[src/rtl/abpwd_pkg.sv]
// Shared types and constants for the alarm-bus panel word decoder.
// No dependencies; imported by the top level, the front end and the back end.
package abpwd_pkg;

   localparam int ABPWD_MAX_WORD_BITS = 127;
   localparam int ABPWD_QUEUE_DEPTH   = 2;

   localparam logic [19:0] GAP_RESET_US  = 20'd5200;
   localparam logic [31:0] GAP_MARGIN_US = 32'd200;
   localparam int          MIN_WORD_BITS = 8;

   localparam logic [7:0] CMD_NONE   = 8'h00;
   localparam logic [7:0] CMD_ZONE_0 = 8'h27;
   localparam logic [7:0] CMD_ZONE_1 = 8'h2d;
   localparam logic [7:0] CMD_ZONE_2 = 8'h34;
   localparam logic [7:0] CMD_ZONE_3 = 8'h3e;

   localparam logic [2:0] GRP_ZONE_0 = 3'd0;
   localparam logic [2:0] GRP_ZONE_1 = 3'd1;
   localparam logic [2:0] GRP_ZONE_2 = 3'd2;
   localparam logic [2:0] GRP_ZONE_3 = 3'd3;
   localparam logic [2:0] GRP_NONE   = 3'd4;

   localparam logic [1:0] ARM_NONE     = 2'd0;
   localparam logic [1:0] ARM_ARMED    = 2'd2;
   localparam logic [1:0] ARM_DISARMED = 2'd3;

   localparam logic [7:0] USER_ARM_OFFSET = 8'h19;
   localparam logic [7:0] USER_SKIP_LIMIT = 8'd34;
   localparam logic [7:0] USER_SKIP_STEP  = 8'd5;

   localparam logic [3:0] YEAR_TWO_DIGIT = 4'd10;

   typedef struct packed {
      logic        clock_level;
      logic        data_bit;
      logic [31:0] time_us;
   } req_type;

   typedef struct packed {
      logic [7:0]  panel_cmd;
      logic [6:0]  status_flags;
      logic [2:0]  zone_group;
      logic [7:0]  zone_bits;
      logic [10:0] year_value;
      logic [3:0]  month_value;
      logic [4:0]  day_value;
      logic [4:0]  hour_value;
      logic [5:0]  minute_value;
      logic [1:0]  arm_state;
      logic        master_code;
      logic [7:0]  user_code;
   } rsp_type;

endpackage

[src/rtl/alarm_bus_panel_word_decoder.sv]
// Top level of the alarm-bus panel word decoder: front, word queue, back,
// result queue. Depends on abpwd_pkg, abpwd_front, abpwd_back, abpwd_fifo.
//
// Usage:
//  - Input channel: one item per alarm-bus clock edge (level after the edge,
//    data bit, microsecond timestamp). Push it while full is low; one item
//    is taken every cycle while full is low.
//  - Result channel: a decoded panel word is on rsp_item while empty is low;
//    pop takes it. Words with a zero command or equal to the last emitted
//    word give no result.
//  - csr_we writes the word gap setting; write only while the block is idle.
//  - The edge that closes a word yields its result by way of the word queue
//    and then the result queue.
//  - Throughput: one edge per cycle while full is low; the back end decodes
//    one closed word per cycle while the result queue is not full.
//  - When the receiver stalls, results collect in the result queue, then
//    closed words in the word queue; once that fills, full goes high.
//  - Reset clears the word builder, the last emitted word, the timestamp and
//    both queues, and loads the gap setting with its default.
module alarm_bus_panel_word_decoder #(
   parameter int MAX_WORD_BITS = abpwd_pkg::ABPWD_MAX_WORD_BITS,
   parameter int QUEUE_DEPTH   = abpwd_pkg::ABPWD_QUEUE_DEPTH
) (
   input  logic               clock,
   input  logic               reset,
   input  logic               csr_we,
   input  logic [19:0]        csr_wdata,
   input  logic               push,
   input  abpwd_pkg::req_type req_item,
   output logic               full,
   output logic               empty,
   input  logic               pop,
   output abpwd_pkg::rsp_type rsp_item
);

   import abpwd_pkg::*;

   localparam int WORD_SLOTS = MAX_WORD_BITS + 1;
   localparam int COUNT_W    = $clog2(MAX_WORD_BITS + 2);
   localparam int WORD_W     = COUNT_W + WORD_SLOTS;
   localparam int RSP_W      = $bits(rsp_type);

   logic              word_push, word_full, word_pop, word_empty;
   logic [WORD_W-1:0] word_in, word_out;
   logic              rsp_push, rsp_full;
   rsp_type           rsp_data;
   logic [RSP_W-1:0]  rsp_bits;

   abpwd_front #(
      .MAX_WORD_BITS(MAX_WORD_BITS),
      .WORD_SLOTS   (WORD_SLOTS),
      .COUNT_W      (COUNT_W)
   ) u_front (
      .clock    (clock),
      .reset    (reset),
      .csr_we   (csr_we),
      .csr_wdata(csr_wdata),
      .req_push (push),
      .req_item (req_item),
      .req_full (full),
      .word_push(word_push),
      .word_data(word_in),
      .word_full(word_full)
   );

   abpwd_fifo #(
      .WIDTH(WORD_W),
      .DEPTH(QUEUE_DEPTH)
   ) u_word_queue (
      .clock    (clock),
      .reset    (reset),
      .push     (word_push),
      .push_data(word_in),
      .full     (word_full),
      .pop      (word_pop),
      .pop_data (word_out),
      .empty    (word_empty)
   );

   abpwd_back #(
      .MAX_WORD_BITS(MAX_WORD_BITS),
      .WORD_SLOTS   (WORD_SLOTS),
      .COUNT_W      (COUNT_W)
   ) u_back (
      .clock     (clock),
      .reset     (reset),
      .word_data (word_out),
      .word_empty(word_empty),
      .word_pop  (word_pop),
      .rsp_push  (rsp_push),
      .rsp_data  (rsp_data),
      .rsp_full  (rsp_full)
   );

   abpwd_fifo #(
      .WIDTH(RSP_W),
      .DEPTH(QUEUE_DEPTH)
   ) u_rsp_queue (
      .clock    (clock),
      .reset    (reset),
      .push     (rsp_push),
      .push_data(rsp_data),
      .full     (rsp_full),
      .pop      (pop),
      .pop_data (rsp_bits),
      .empty    (empty)
   );

   assign rsp_item = rsp_type'(rsp_bits);

endmodule

[src/rtl/abpwd_fifo.sv]
// Small first-in first-out queue of fixed-width items.
// Standalone; used between the front and back and on the result side.
module abpwd_fifo #(
   parameter int WIDTH = 8,
   parameter int DEPTH = 2
) (
   input  logic             clock,
   input  logic             reset,
   input  logic             push,
   input  logic [WIDTH-1:0] push_data,
   output logic             full,
   input  logic             pop,
   output logic [WIDTH-1:0] pop_data,
   output logic             empty
);

   localparam int PTR_W = (DEPTH > 1) ? $clog2(DEPTH) : 1;
   localparam int CNT_W = $clog2(DEPTH + 1);

   logic [WIDTH-1:0] store_ff [DEPTH];
   logic [PTR_W-1:0] wr_ptr_ff, wr_ptr_in;
   logic [PTR_W-1:0] rd_ptr_ff, rd_ptr_in;
   logic [CNT_W-1:0] count_ff, count_in;
   logic             do_push, do_pop;

   assign full     = (count_ff == CNT_W'(DEPTH));
   assign empty    = (count_ff == '0);
   assign do_push  = push && !full;
   assign do_pop   = pop && !empty;
   assign pop_data = store_ff[rd_ptr_ff];

   always_comb begin
      wr_ptr_in = wr_ptr_ff;
      rd_ptr_in = rd_ptr_ff;
      count_in  = count_ff;
      if (do_push) begin
         wr_ptr_in = (wr_ptr_ff == PTR_W'(DEPTH - 1)) ? '0 : wr_ptr_ff + 1'b1;
      end
      if (do_pop) begin
         rd_ptr_in = (rd_ptr_ff == PTR_W'(DEPTH - 1)) ? '0 : rd_ptr_ff + 1'b1;
      end
      if (do_push && !do_pop) begin
         count_in = count_ff + 1'b1;
      end else if (do_pop && !do_push) begin
         count_in = count_ff - 1'b1;
      end
   end

   always_ff @(posedge clock) begin
      if (reset) begin
         wr_ptr_ff <= '0;
         rd_ptr_ff <= '0;
         count_ff  <= '0;
      end else begin
         wr_ptr_ff <= wr_ptr_in;
         rd_ptr_ff <= rd_ptr_in;
         count_ff  <= count_in;
      end
   end

   always_ff @(posedge clock) begin
      if (do_push) begin
         store_ff[wr_ptr_ff] <= push_data;
      end
   end

endmodule

[src/rtl/abpwd_front.sv]
// Front end: edge intake, gap timing and panel word assembly.
// Uses abpwd_pkg; hands closed words (length and bits) to the word queue.
module abpwd_front #(
   parameter int MAX_WORD_BITS = 127,
   parameter int WORD_SLOTS    = MAX_WORD_BITS + 1,
   parameter int COUNT_W       = $clog2(MAX_WORD_BITS + 2)
) (
   input  logic                          clock,
   input  logic                          reset,
   input  logic                          csr_we,
   input  logic [19:0]                   csr_wdata,
   input  logic                          req_push,
   input  abpwd_pkg::req_type            req_item,
   output logic                          req_full,
   output logic                          word_push,
   output logic [COUNT_W+WORD_SLOTS-1:0] word_data,
   input  logic                          word_full
);

   import abpwd_pkg::*;

   localparam int IDX_W = $clog2(WORD_SLOTS);

   logic [19:0]           word_gap_ff, word_gap_in;
   logic [31:0]           last_time_ff, last_time_in;
   logic [WORD_SLOTS-1:0] build_bits_ff, build_bits_in;
   logic [COUNT_W-1:0]    build_count_ff, build_count_in;
   logic [31:0]           gap, threshold;
   logic [WORD_SLOTS-1:0] base_bits;
   logic [COUNT_W-1:0]    base_count;
   logic                  accept, close;

   assign req_full  = word_full;
   assign accept    = req_push && !req_full;
   assign gap       = req_item.time_us - last_time_ff;
   assign threshold = 32'(word_gap_ff) + GAP_MARGIN_US;
   assign close     = accept && (gap >= threshold) &&
                      (build_count_ff >= COUNT_W'(MIN_WORD_BITS));
   assign word_push = close;
   assign word_data = {build_count_ff, build_bits_ff};

   always_comb begin
      word_gap_in    = csr_we ? csr_wdata : word_gap_ff;
      last_time_in   = last_time_ff;
      build_bits_in  = build_bits_ff;
      build_count_in = build_count_ff;
      // close the old word before storing this edge's bit
      base_bits      = close ? '0 : build_bits_ff;
      base_count     = close ? '0 : build_count_ff;
      if (accept) begin
         last_time_in   = req_item.time_us;
         build_bits_in  = base_bits;
         build_count_in = base_count;
         if (req_item.clock_level && (base_count <= COUNT_W'(MAX_WORD_BITS))) begin
            build_bits_in[base_count[IDX_W-1:0]] = req_item.data_bit;
            build_count_in = base_count + 1'b1;
         end
      end
   end

   always_ff @(posedge clock) begin
      if (reset) begin
         word_gap_ff    <= GAP_RESET_US;
         last_time_ff   <= '0;
         build_bits_ff  <= '0;
         build_count_ff <= '0;
      end else begin
         word_gap_ff    <= word_gap_in;
         last_time_ff   <= last_time_in;
         build_bits_ff  <= build_bits_in;
         build_count_ff <= build_count_in;
      end
   end

   a_count_bound: assert property (@(posedge clock) disable iff (reset)
      build_count_ff <= COUNT_W'(WORD_SLOTS))
      else $error("word length past slot count");

   a_close_restart: assert property (@(posedge clock) disable iff (reset)
      close |=> build_count_ff <= COUNT_W'(1))
      else $error("word not restarted after close");

   a_unused_clear: assert property (@(posedge clock) disable iff (reset)
      (build_count_ff == '0) |-> (build_bits_ff == '0))
      else $error("stale bits in empty word");

endmodule

[src/rtl/abpwd_back.sv]
// Back end: repeat filter against the last emitted word and field decode.
// Uses abpwd_pkg; reads the word queue, writes the result queue.
module abpwd_back #(
   parameter int MAX_WORD_BITS = 127,
   parameter int WORD_SLOTS    = MAX_WORD_BITS + 1,
   parameter int COUNT_W       = $clog2(MAX_WORD_BITS + 2)
) (
   input  logic                          clock,
   input  logic                          reset,
   input  logic [COUNT_W+WORD_SLOTS-1:0] word_data,
   input  logic                          word_empty,
   output logic                          word_pop,
   output logic                          rsp_push,
   output abpwd_pkg::rsp_type            rsp_data,
   input  logic                          rsp_full
);

   import abpwd_pkg::*;

   logic [WORD_SLOTS-1:0] prior_bits_ff, prior_bits_in;
   logic [COUNT_W-1:0]    prior_count_ff, prior_count_in;
   logic [WORD_SLOTS-1:0] w;
   logic [COUNT_W-1:0]    len;
   logic [7:0]            cmd;
   logic                  repeat_word, drop;
   logic [3:0]            year_hi, year_lo;
   logic [10:0]           year_scale;
   logic [1:0]            arm;
   logic [7:0]            user;

   assign w   = word_data[WORD_SLOTS-1:0];
   assign len = word_data[COUNT_W+WORD_SLOTS-1:WORD_SLOTS];
   assign cmd = {w[0], w[1], w[2], w[3], w[4], w[5], w[6], w[7]};

   assign repeat_word = (len == prior_count_ff) && (w == prior_bits_ff);
   assign drop        = (cmd == CMD_NONE) || repeat_word;
   // dropped words leave without waiting on the result queue
   assign word_pop    = !word_empty && (drop || !rsp_full);
   assign rsp_push    = !word_empty && !drop && !rsp_full;

   assign year_hi    = {w[9], w[10], w[11], w[12]};
   assign year_lo    = {w[13], w[14], w[15], w[16]};
   assign year_scale = (year_lo >= YEAR_TWO_DIGIT) ? 11'd100 : 11'd10;
   assign arm        = {w[41], w[42]};

   always_comb begin
      user = {2'b00, w[43], w[44], w[45], w[46], w[47], w[48]};
      if (arm == ARM_ARMED) begin
         user = user - USER_ARM_OFFSET;
      end
      if (arm != ARM_NONE) begin
         user = user + 8'd1;
         if (user > USER_SKIP_LIMIT) begin
            user = user + USER_SKIP_STEP;
         end
      end else begin
         user = '0;
      end
   end

   always_comb begin
      rsp_data.panel_cmd    = cmd;
      rsp_data.status_flags = {w[29], w[17], w[15], w[14], w[13], w[12], w[16]};
      unique case (cmd)
         CMD_ZONE_0: rsp_data.zone_group = GRP_ZONE_0;
         CMD_ZONE_1: rsp_data.zone_group = GRP_ZONE_1;
         CMD_ZONE_2: rsp_data.zone_group = GRP_ZONE_2;
         CMD_ZONE_3: rsp_data.zone_group = GRP_ZONE_3;
         default:    rsp_data.zone_group = GRP_NONE;
      endcase
      rsp_data.zone_bits    = {w[41], w[42], w[43], w[44], w[45], w[46], w[47], w[48]};
      rsp_data.year_value   = 11'(year_hi) * year_scale + 11'(year_lo);
      rsp_data.month_value  = {w[19], w[20], w[21], w[22]};
      rsp_data.day_value    = {w[23], w[24], w[25], w[26], w[27]};
      rsp_data.hour_value   = {w[28], w[29], w[30], w[31], w[32]};
      rsp_data.minute_value = {w[33], w[34], w[35], w[36], w[37], w[38]};
      rsp_data.arm_state    = arm;
      rsp_data.master_code  = w[43];
      rsp_data.user_code    = user;
   end

   always_comb begin
      prior_bits_in  = prior_bits_ff;
      prior_count_in = prior_count_ff;
      if (rsp_push) begin
         prior_bits_in  = w;
         prior_count_in = len;
      end
   end

   always_ff @(posedge clock) begin
      if (reset) begin
         prior_bits_ff  <= '0;
         prior_count_ff <= '0;
      end else begin
         prior_bits_ff  <= prior_bits_in;
         prior_count_ff <= prior_count_in;
      end
   end

   a_cmd_nonzero: assert property (@(posedge clock) disable iff (reset)
      rsp_push |-> rsp_data.panel_cmd != CMD_NONE)
      else $error("zero command emitted");

   a_prior_follows: assert property (@(posedge clock) disable iff (reset)
      rsp_push |=> (prior_count_ff == $past(len)) && (prior_bits_ff == $past(w)))
      else $error("prior word not updated on emit");

   a_prior_hold: assert property (@(posedge clock) disable iff (reset)
      !rsp_push |=> $stable(prior_count_ff) && $stable(prior_bits_ff))
      else $error("prior word changed without emit");

endmodule
[config.mk]
export PLATFORM = sky130hd
export DESIGN_NAME = alarm_bus_panel_word_decoder
export DESIGN_NICKNAME = d
export VERILOG_FILES = /design/src/rtl/abpwd_pkg.sv /design/src/rtl/alarm_bus_panel_word_decoder.sv /design/src/rtl/abpwd_fifo.sv /design/src/rtl/abpwd_front.sv /design/src/rtl/abpwd_back.sv
export SDC_FILE = /design/constraint.sdc
export NUM_CORES = 1
export LEC_CHECK = 0
export BUFFER_PORTS_ARGS = -buffer_cell sky130_fd_sc_hd__buf_4
export CAP_MARGIN = 20
export CORE_AREA = 3 3 249 251
export DETAILED_ROUTE_END_ITERATION = 10
export DIE_AREA = 0 0 252 254
export GPL_TIMING_DRIVEN = 0
export HOLD_SLACK_MARGIN = 0.06
export PLACE_DENSITY = 0.78
export SLEW_MARGIN = 0
export SYNTH_ARGS = -nofsm -noshare
export SYNTH_HDL_FRONTEND = slang
export SYNTH_SLANG_ARGS = --single-unit
[constraint.sdc]
create_clock -name clock -period 10.1 [get_ports clock]
set_input_delay 1.01 -clock clock [delete_from_list [all_inputs] [get_ports clock]]
set_output_delay 1.01 -clock clock [all_outputs]
set_load 0.05 [all_outputs]
=== Word level (Yosys, flattened, before mapping) ===
Memory sizes are Yosys's and may differ from the RTL's. A register that Yosys moved wholly into a read port is not among the register bits.
Index checks and enable logic that the tools add are counted.
Widths: inputs -> output; s select.

* Memories: 2
* ROM bits: 0
* Bits in writable memories: 408
* Input bits: 59
* Bits in latches: 0
* Register bits: 332

* Shifts and indexed selects: 0
* $mul: 1
* Equal/unequal tests: 9
* Add/subtract/negate cells: 15
* Divide/modulo/power cells: 0
* Magnitude comparators: 7
* Reductions and logical operators: 34
* Bitwise gates (word level): 0
* Muxes and demuxes: 28

{| class="wikitable"
|+ Memories
! name !! depth !! bits a word !! rd ports !! clocked after Yosys merged registers in !! write ports !! RTL line !! source
|-
| u_word_queue.store_ff || 2 || 136 || 1 || 1 || 1 || abpwd_fifo.sv:20 || <nowiki>logic [WIDTH-1:0] store_ff [DEPTH];</nowiki>
|-
| u_rsp_queue.store_ff || 2 || 68 || 1 || 1 || 1 || abpwd_fifo.sv:20 ||
|}

{| class="wikitable"
|+ Operators with widths
! cell !! number
|-
| $mux 128 || 2
|-
| $bwmux 128 || 1
|-
| $eq 128x128->1 || 1
|-
| $mux 8 || 5
|-
| $eq 8x6->1 const B || 4
|-
| $ge 32x32->1 || 1
|-
| $sub 32x32->32 || 1
|-
| $add 20x8->21 const B || 1
|-
| $logic_and 1x1->1 || 17
|-
| $add 8x1->8 const B || 2
|-
| $mux 1 || 13
|-
| $pmux 3 s4 || 1
|-
| $add 11x4->11 || 1
|-
| $mul 4x11->11 || 1
|-
| $logic_not 1->1 || 9
|-
| $add 8x3->8 const B || 1
|-
| $eq 8x8->1 || 1
|-
| $ge 8x4->1 const B || 1
|-
| $gt 8x6->1 const B || 1
|-
| $le 8x7->1 const B || 1
|-
| $logic_not 8->1 || 1
|-
| $lt 7x8->1 const B || 1
|-
| $mux 2 || 4
|-
| $demux 1 s7 || 1
|-
| 11 further kinds || 22
|}

=== Depth between registers and ports, before layout ===
* Depth after elaboration: 12
* Gate-level depth with buffers: 26
* Mapped depth without buffers: 24

=== Modules after synthesis ===
Synthesis repeated with hierarchy kept, for this count alone.

* Cell total of the unflattened synthesis: 3085
* Area total of the unflattened synthesis: 35602.9 µm²

{| class="wikitable"
|+ By module, submodules not included
! module !! cells each !! area an instance (µm²) !! seq. area each (µm²) !! times used
|-
| abpwd_front || 1379 || 10871.7 || 3763.6 || 1
|-
| abpwd_fifo at u_word_queue || 448 || 10179.8 || 8267.9 || 1
|-
| abpwd_back || 1021 || 9350.2 || 2722.6 || 1
|-
| abpwd_fifo at u_rsp_queue || 237 || 5201.2 || 4184.0 || 1
|}

=== Worst setup path after synthesis ===
OpenSTA, ideal clock, no wires.

* Kind: input-to-reg
* Start point: input port req_item[0] in the netlist's numbering
* End point: memory u_word_queue.store_ff[0][0] in the netlist's numbering, enable pin
* Buffers on the path: 0
* Required time: 9.467 ns
* Data arrival time: 9.548 ns
* Slack: -0.081 ns
* Cell stages on the path: 18
* Setup time: 0.633 ns
* Path through: inv_1 -> ha_1 -> inv_1 -> fa_1 -> a21o_1 -> a221o_1 -> a21boi_0 -> o21ai_0 -> xor2_1 -> ha_1 -> nand4_1 -> nor3_1 -> a221oi_1 -> a21oi_1 -> a2111o_1 -> nor4_1 -> a31o_2 -> nor2_1

* Cells in the longest elaborated chain, start to end: 7

{| class="wikitable"
|+ Ends and longest elaborated chain
! what !! RTL line !! source
|-
| start, declared || alarm_bus_panel_word_decoder.sv:29 || <nowiki>input abpwd_pkg::req_type req_item,</nowiki>
|-
| $sub 32x32->32 || abpwd_front.sv:35 || <nowiki>assign gap = req_item.time_us - last_time_ff;</nowiki>
|-
| $ge 32x32->1 || abpwd_front.sv:37 || <nowiki>assign close = accept && (gap >= threshold) &&</nowiki>
|-
| $logic_and 1x1->1 (2 in a row) || abpwd_front.sv:37 ||
|-
| $logic_and 1x1->1 || abpwd_fifo.sv:28 || <nowiki>assign do_push = push && !full;</nowiki>
|-
| $mux 1 || abpwd_fifo.sv:62 || <nowiki>if (do_push) begin</nowiki>
|-
| $mux 1 (not written as such) || abpwd_fifo.sv:63 || <nowiki>store_ff[wr_ptr_ff] <= push_data;</nowiki>
|-
| end, declared || abpwd_fifo.sv:20 ||
|}

Every way passes these cells.

=== Final worst setup path ===
* Start point: input port req_item[10] in the netlist's numbering
* End point: memory u_word_queue.store_ff[1][85] in the netlist's numbering, enable pin

The elaborated chain is that of the path after synthesis.

==> results.py <==
metrics = {
    "power": {
        "power.internal_mw": 6.42,
        "p_sw_mw": 3.34,
        "peakVddDrop_mv": 0.147,
        "leakage_nw": 14.0,
        "seqPwrFrac_pct": 37.8,
        "switching_share_pct": 34.2,
        "power_frac_comb_pct": 31.8,
        "clkPwrFrac_pct": 30.3,
        "power_density_nw_per_um2": 258,
    },
    "setup_path": {
        "crit_buf_inv": 6,
        "worstSetupPathType": "in -> reg",
        "slowest_stage": "a31o_2",
        "crit_family": "compound AO/OA/AOI/OAI gates",
        "startpoint_type": "input port",
        "critical_path.max_stage_delay_ns": 0.41,
        "cp-end-kind": "flop",
        "critPathArrivalTime_ns": 6.54,
        "path_max_fanout": 65,
        "cp.required_ns": 10.42,
        "cp_common_cell": "a21oi_1",
    },
    "drt": {
        "drt-pass1-iter-count": 6,
        "vias": 23723,
        "viasPerCell": 6.05,
        "drt_wl_total_um": 92200,
        "drtIter0Drc": 2600,
        "drc_errors": 0,
        "ant_nets": 0,
        "wire_per_inst_um": 23.5,
    },
    "clock_network": {
        "clock-root-buffer": "clkbuf_16",
        "cts_resized": 0,
        "clock-sinks": 732,
        "cts_tree": "built",
        "clk_latency_ns": 0.63,
        "numCtsBuffers": 77,
        "clk_pin_slew_ns": 0.06,
        "cts_setup_buffers": 0,
        "cts.path.max_buffers": 3,
        "cts_hold_buf": 0,
        "h-tree-depth": 3,
    },
    "global_route": {
        "grt_pass1_wl_um": 138000,
        "globalRouteOverflowTotal": 0,
        "grt_max_degree": 66,
        "grt_antenna_before_repair": 1,
        "track_usage_pct": 28.6,
        "grt_pass1_vias": 23258,
    },
    "finish": {
        "fin_nets": 3219,
        "syn_to_final_growth_pct": 14.7,
        "final_layout_size_suffix_gt1_share_pct": 16.2,
        "postLayoutCellArea_um2": 37800,
        "fillers": 4538,
    },
    "sta": {
        "clock_skew_ns": 0.0305,
        "fin_crit_sh_pct": 61.6,
        "rsz0062_at_grt": "false",
        "hold_ws_ns": 0.453,
        "fin_crit_ns": 6.22,
        "maxSlewHeadroom_pct": 30.0,
        "hold_viol": 0,
        "final-setup-viol-count": 0,
        "timing.fmax_ghz": 0.161,
        "tightest_slew_ns": 1.04,
        "drv_slew": 0,
    },
    "yosys": {
        "synth_area_um2": 33000,
        "synth_seq_cells": 732,
        "ys_top_cells_by_area": "edfxtp_1 36%, dfxtp_1 20%, mux2i_1 4.9%, xnor2_1 4.0%, nand2_1 3.3%",
        "synth_edf_count": 398,
        "yosys.area.top_type_share_pct": 36.3,
        "yosysSeqAreaShare_pct": 56.5,
        "synth_cell_types": 72,
        "avgSynthCellArea_um2": 11.6,
        "synth_ff_type": "edfxtp_1",
        "synth_most_common_cell": "edfxtp_1",
        "postSynthCellCount": 2853,
        "ys_warn_count": 0,
        "synth_top_cell_by_area": "edfxtp_1",
        "synthArstFlopShare_pct": 0,
        "synthTopCellsByCount": "398 x edfxtp_1, 334 x dfxtp_1, 289 x nand2_1, 162 x mux2i_1, 162 x o21ai_0",
    },
    "placement": {
        "gp_congestion": 0.968,
        "dp_hpwl_um": 67600,
        "place_area_um2": 35100,
        "port_buffers": 126,
    },
    "floorplan": {
        "coreArea_um2": 60100,
        "die_w_um": 252,
        "dieArea_um2": 64000,
        "rows": 90,
        "ios": 129,
        "initial_core_util_pct": 54.8,
        "die_y_um": 254,
    },
    "run": {
        "cap_violations": 0,
    },
    "worst_hold_path": {
        "hold_class": "reg -> reg",
    },
    "status": {
        "status": "finished, final reports clean",
    },
}
## worst paths after layout
path / startpoint / end / slack [ns] / depth (start not counted)
max: req_item[10] / u_word_queue.store_ff[1][85]$_DFFE_PP_ / 3.88 / 25
min: u_front.build_bits_ff[51]$_SDFFE_PP0P_ / u_word_queue.store_ff[1][51]$_DFFE_PP_ / 0.45 / 0
max reg2reg: u_front.last_time_ff[10]$_SDFFE_PP0P_ / u_word_queue.store_ff[1][85]$_DFFE_PP_ / 4.02 / 25
min reg2reg: u_front.build_bits_ff[51]$_SDFFE_PP0P_ / u_word_queue.store_ff[1][51]$_DFFE_PP_ / 0.45 / 0
## placed cells by master (no fill, tap or decap), drive strengths merged, types with 9 or more instances in the layout
cell    instances
a21oi         158
a211oi        168
and2           37
xnor2         153
nor2          158
nand3          36
and3           13
a21o           11
nand2         289
nor3           22
ha             85
nor4           32
mux2           94
buf           200
o21a            9
edfxtp        398
mux2i         170
xor2           54
o21ai         164
nand4          31
nand2b         16
nor2b          83
clkbuf        180
clkinv         23
dfxtp         334
inv           109
## area by class of cell
type | instances | area (µm²) | share of cell area, %
clock buffer | 102 | 2240 | 5.92
timing repair buffer | 136 | 1160 | 3.07
multi-input combinational | 1878 | 13200 | 34.9
buffer | 142 | 782 | 2.07
tap | 782 | 978 | 2.59
inverter | 103 | 387 | 1.02
clock inverter | 42 | 443 | 1.17
antenna | 1 | 2.50 | 0.00662
sequential | 732 | 18600 | 49.3
## through the flow
step                setup TNS (ns)  worst slack (ns)  cells  util [%]  total power, mW
finish                           0              3.88   3918      62.9             9.75
global route                     0              3.57   3917      62.9             10.1
CTS                              0              4.08   3916      62.9             9.76
detailed placement               0              3.46   3772      58.4             6.81
global placement           -130.55            -0.593   3763      58.0             6.71
floorplan                        0              2.22   2855         -             5.89
## state kept, by name, indices dropped and copies added (netlist names), named ones only
register and cells:
u_back.prior_bits_ff 128, u_back.prior_count_ff 8, u_front.build_bits_ff 128, u_front.build_count_ff 8, u_front.last_time_ff 32, u_front.word_gap_ff 20
u_rsp_queue.count_ff 2, u_rsp_queue.rd_ptr_ff 1, u_rsp_queue.store_ff 126, u_rsp_queue.wr_ptr_ff 1, u_word_queue.count_ff 2, u_word_queue.rd_ptr_ff 1
u_word_queue.store_ff 272, u_word_queue.wr_ptr_ff 1
## logic make-up (layout without fill, tap and decap cells)
logic type	after synthesis	count (layout)	synth area share (%)
AO/OA/AOI/OAI	568	568	11.7
multiplexers	264	264	8.46
XOR/XNOR	207	207	5.55
buffers and inverters	245	525	3.54
flip-flops	732	732	56.5
other	2	5	0.0228
adder cells (fa/ha/maj)	90	90	3.53
AND/OR/NAND/NOR	745	745	10.6
## metal layers
metal	global-route usage, %	vias to the layer above	routed length, µm
met3	5.21	242	8530
met4	13.7	0	4560
li1	-	10702	-
met5	0	-	0
met1	36.7	11581	36100
met2	47.1	1198	43000
## power by group through the flow
stage	logic (mW)	registers [mW]	clock network (mW)
2_1_floorplan	2.18	3.71	0
3_3_place_gp	2.97	3.74	0
3_5_place_dp	3.06	3.75	0
4_1_cts	3.09	3.69	2.97
5_1_grt	3.28	3.72	3.10
6_report	3.10	3.69	2.96
Power figures use the tool's default switching activity.
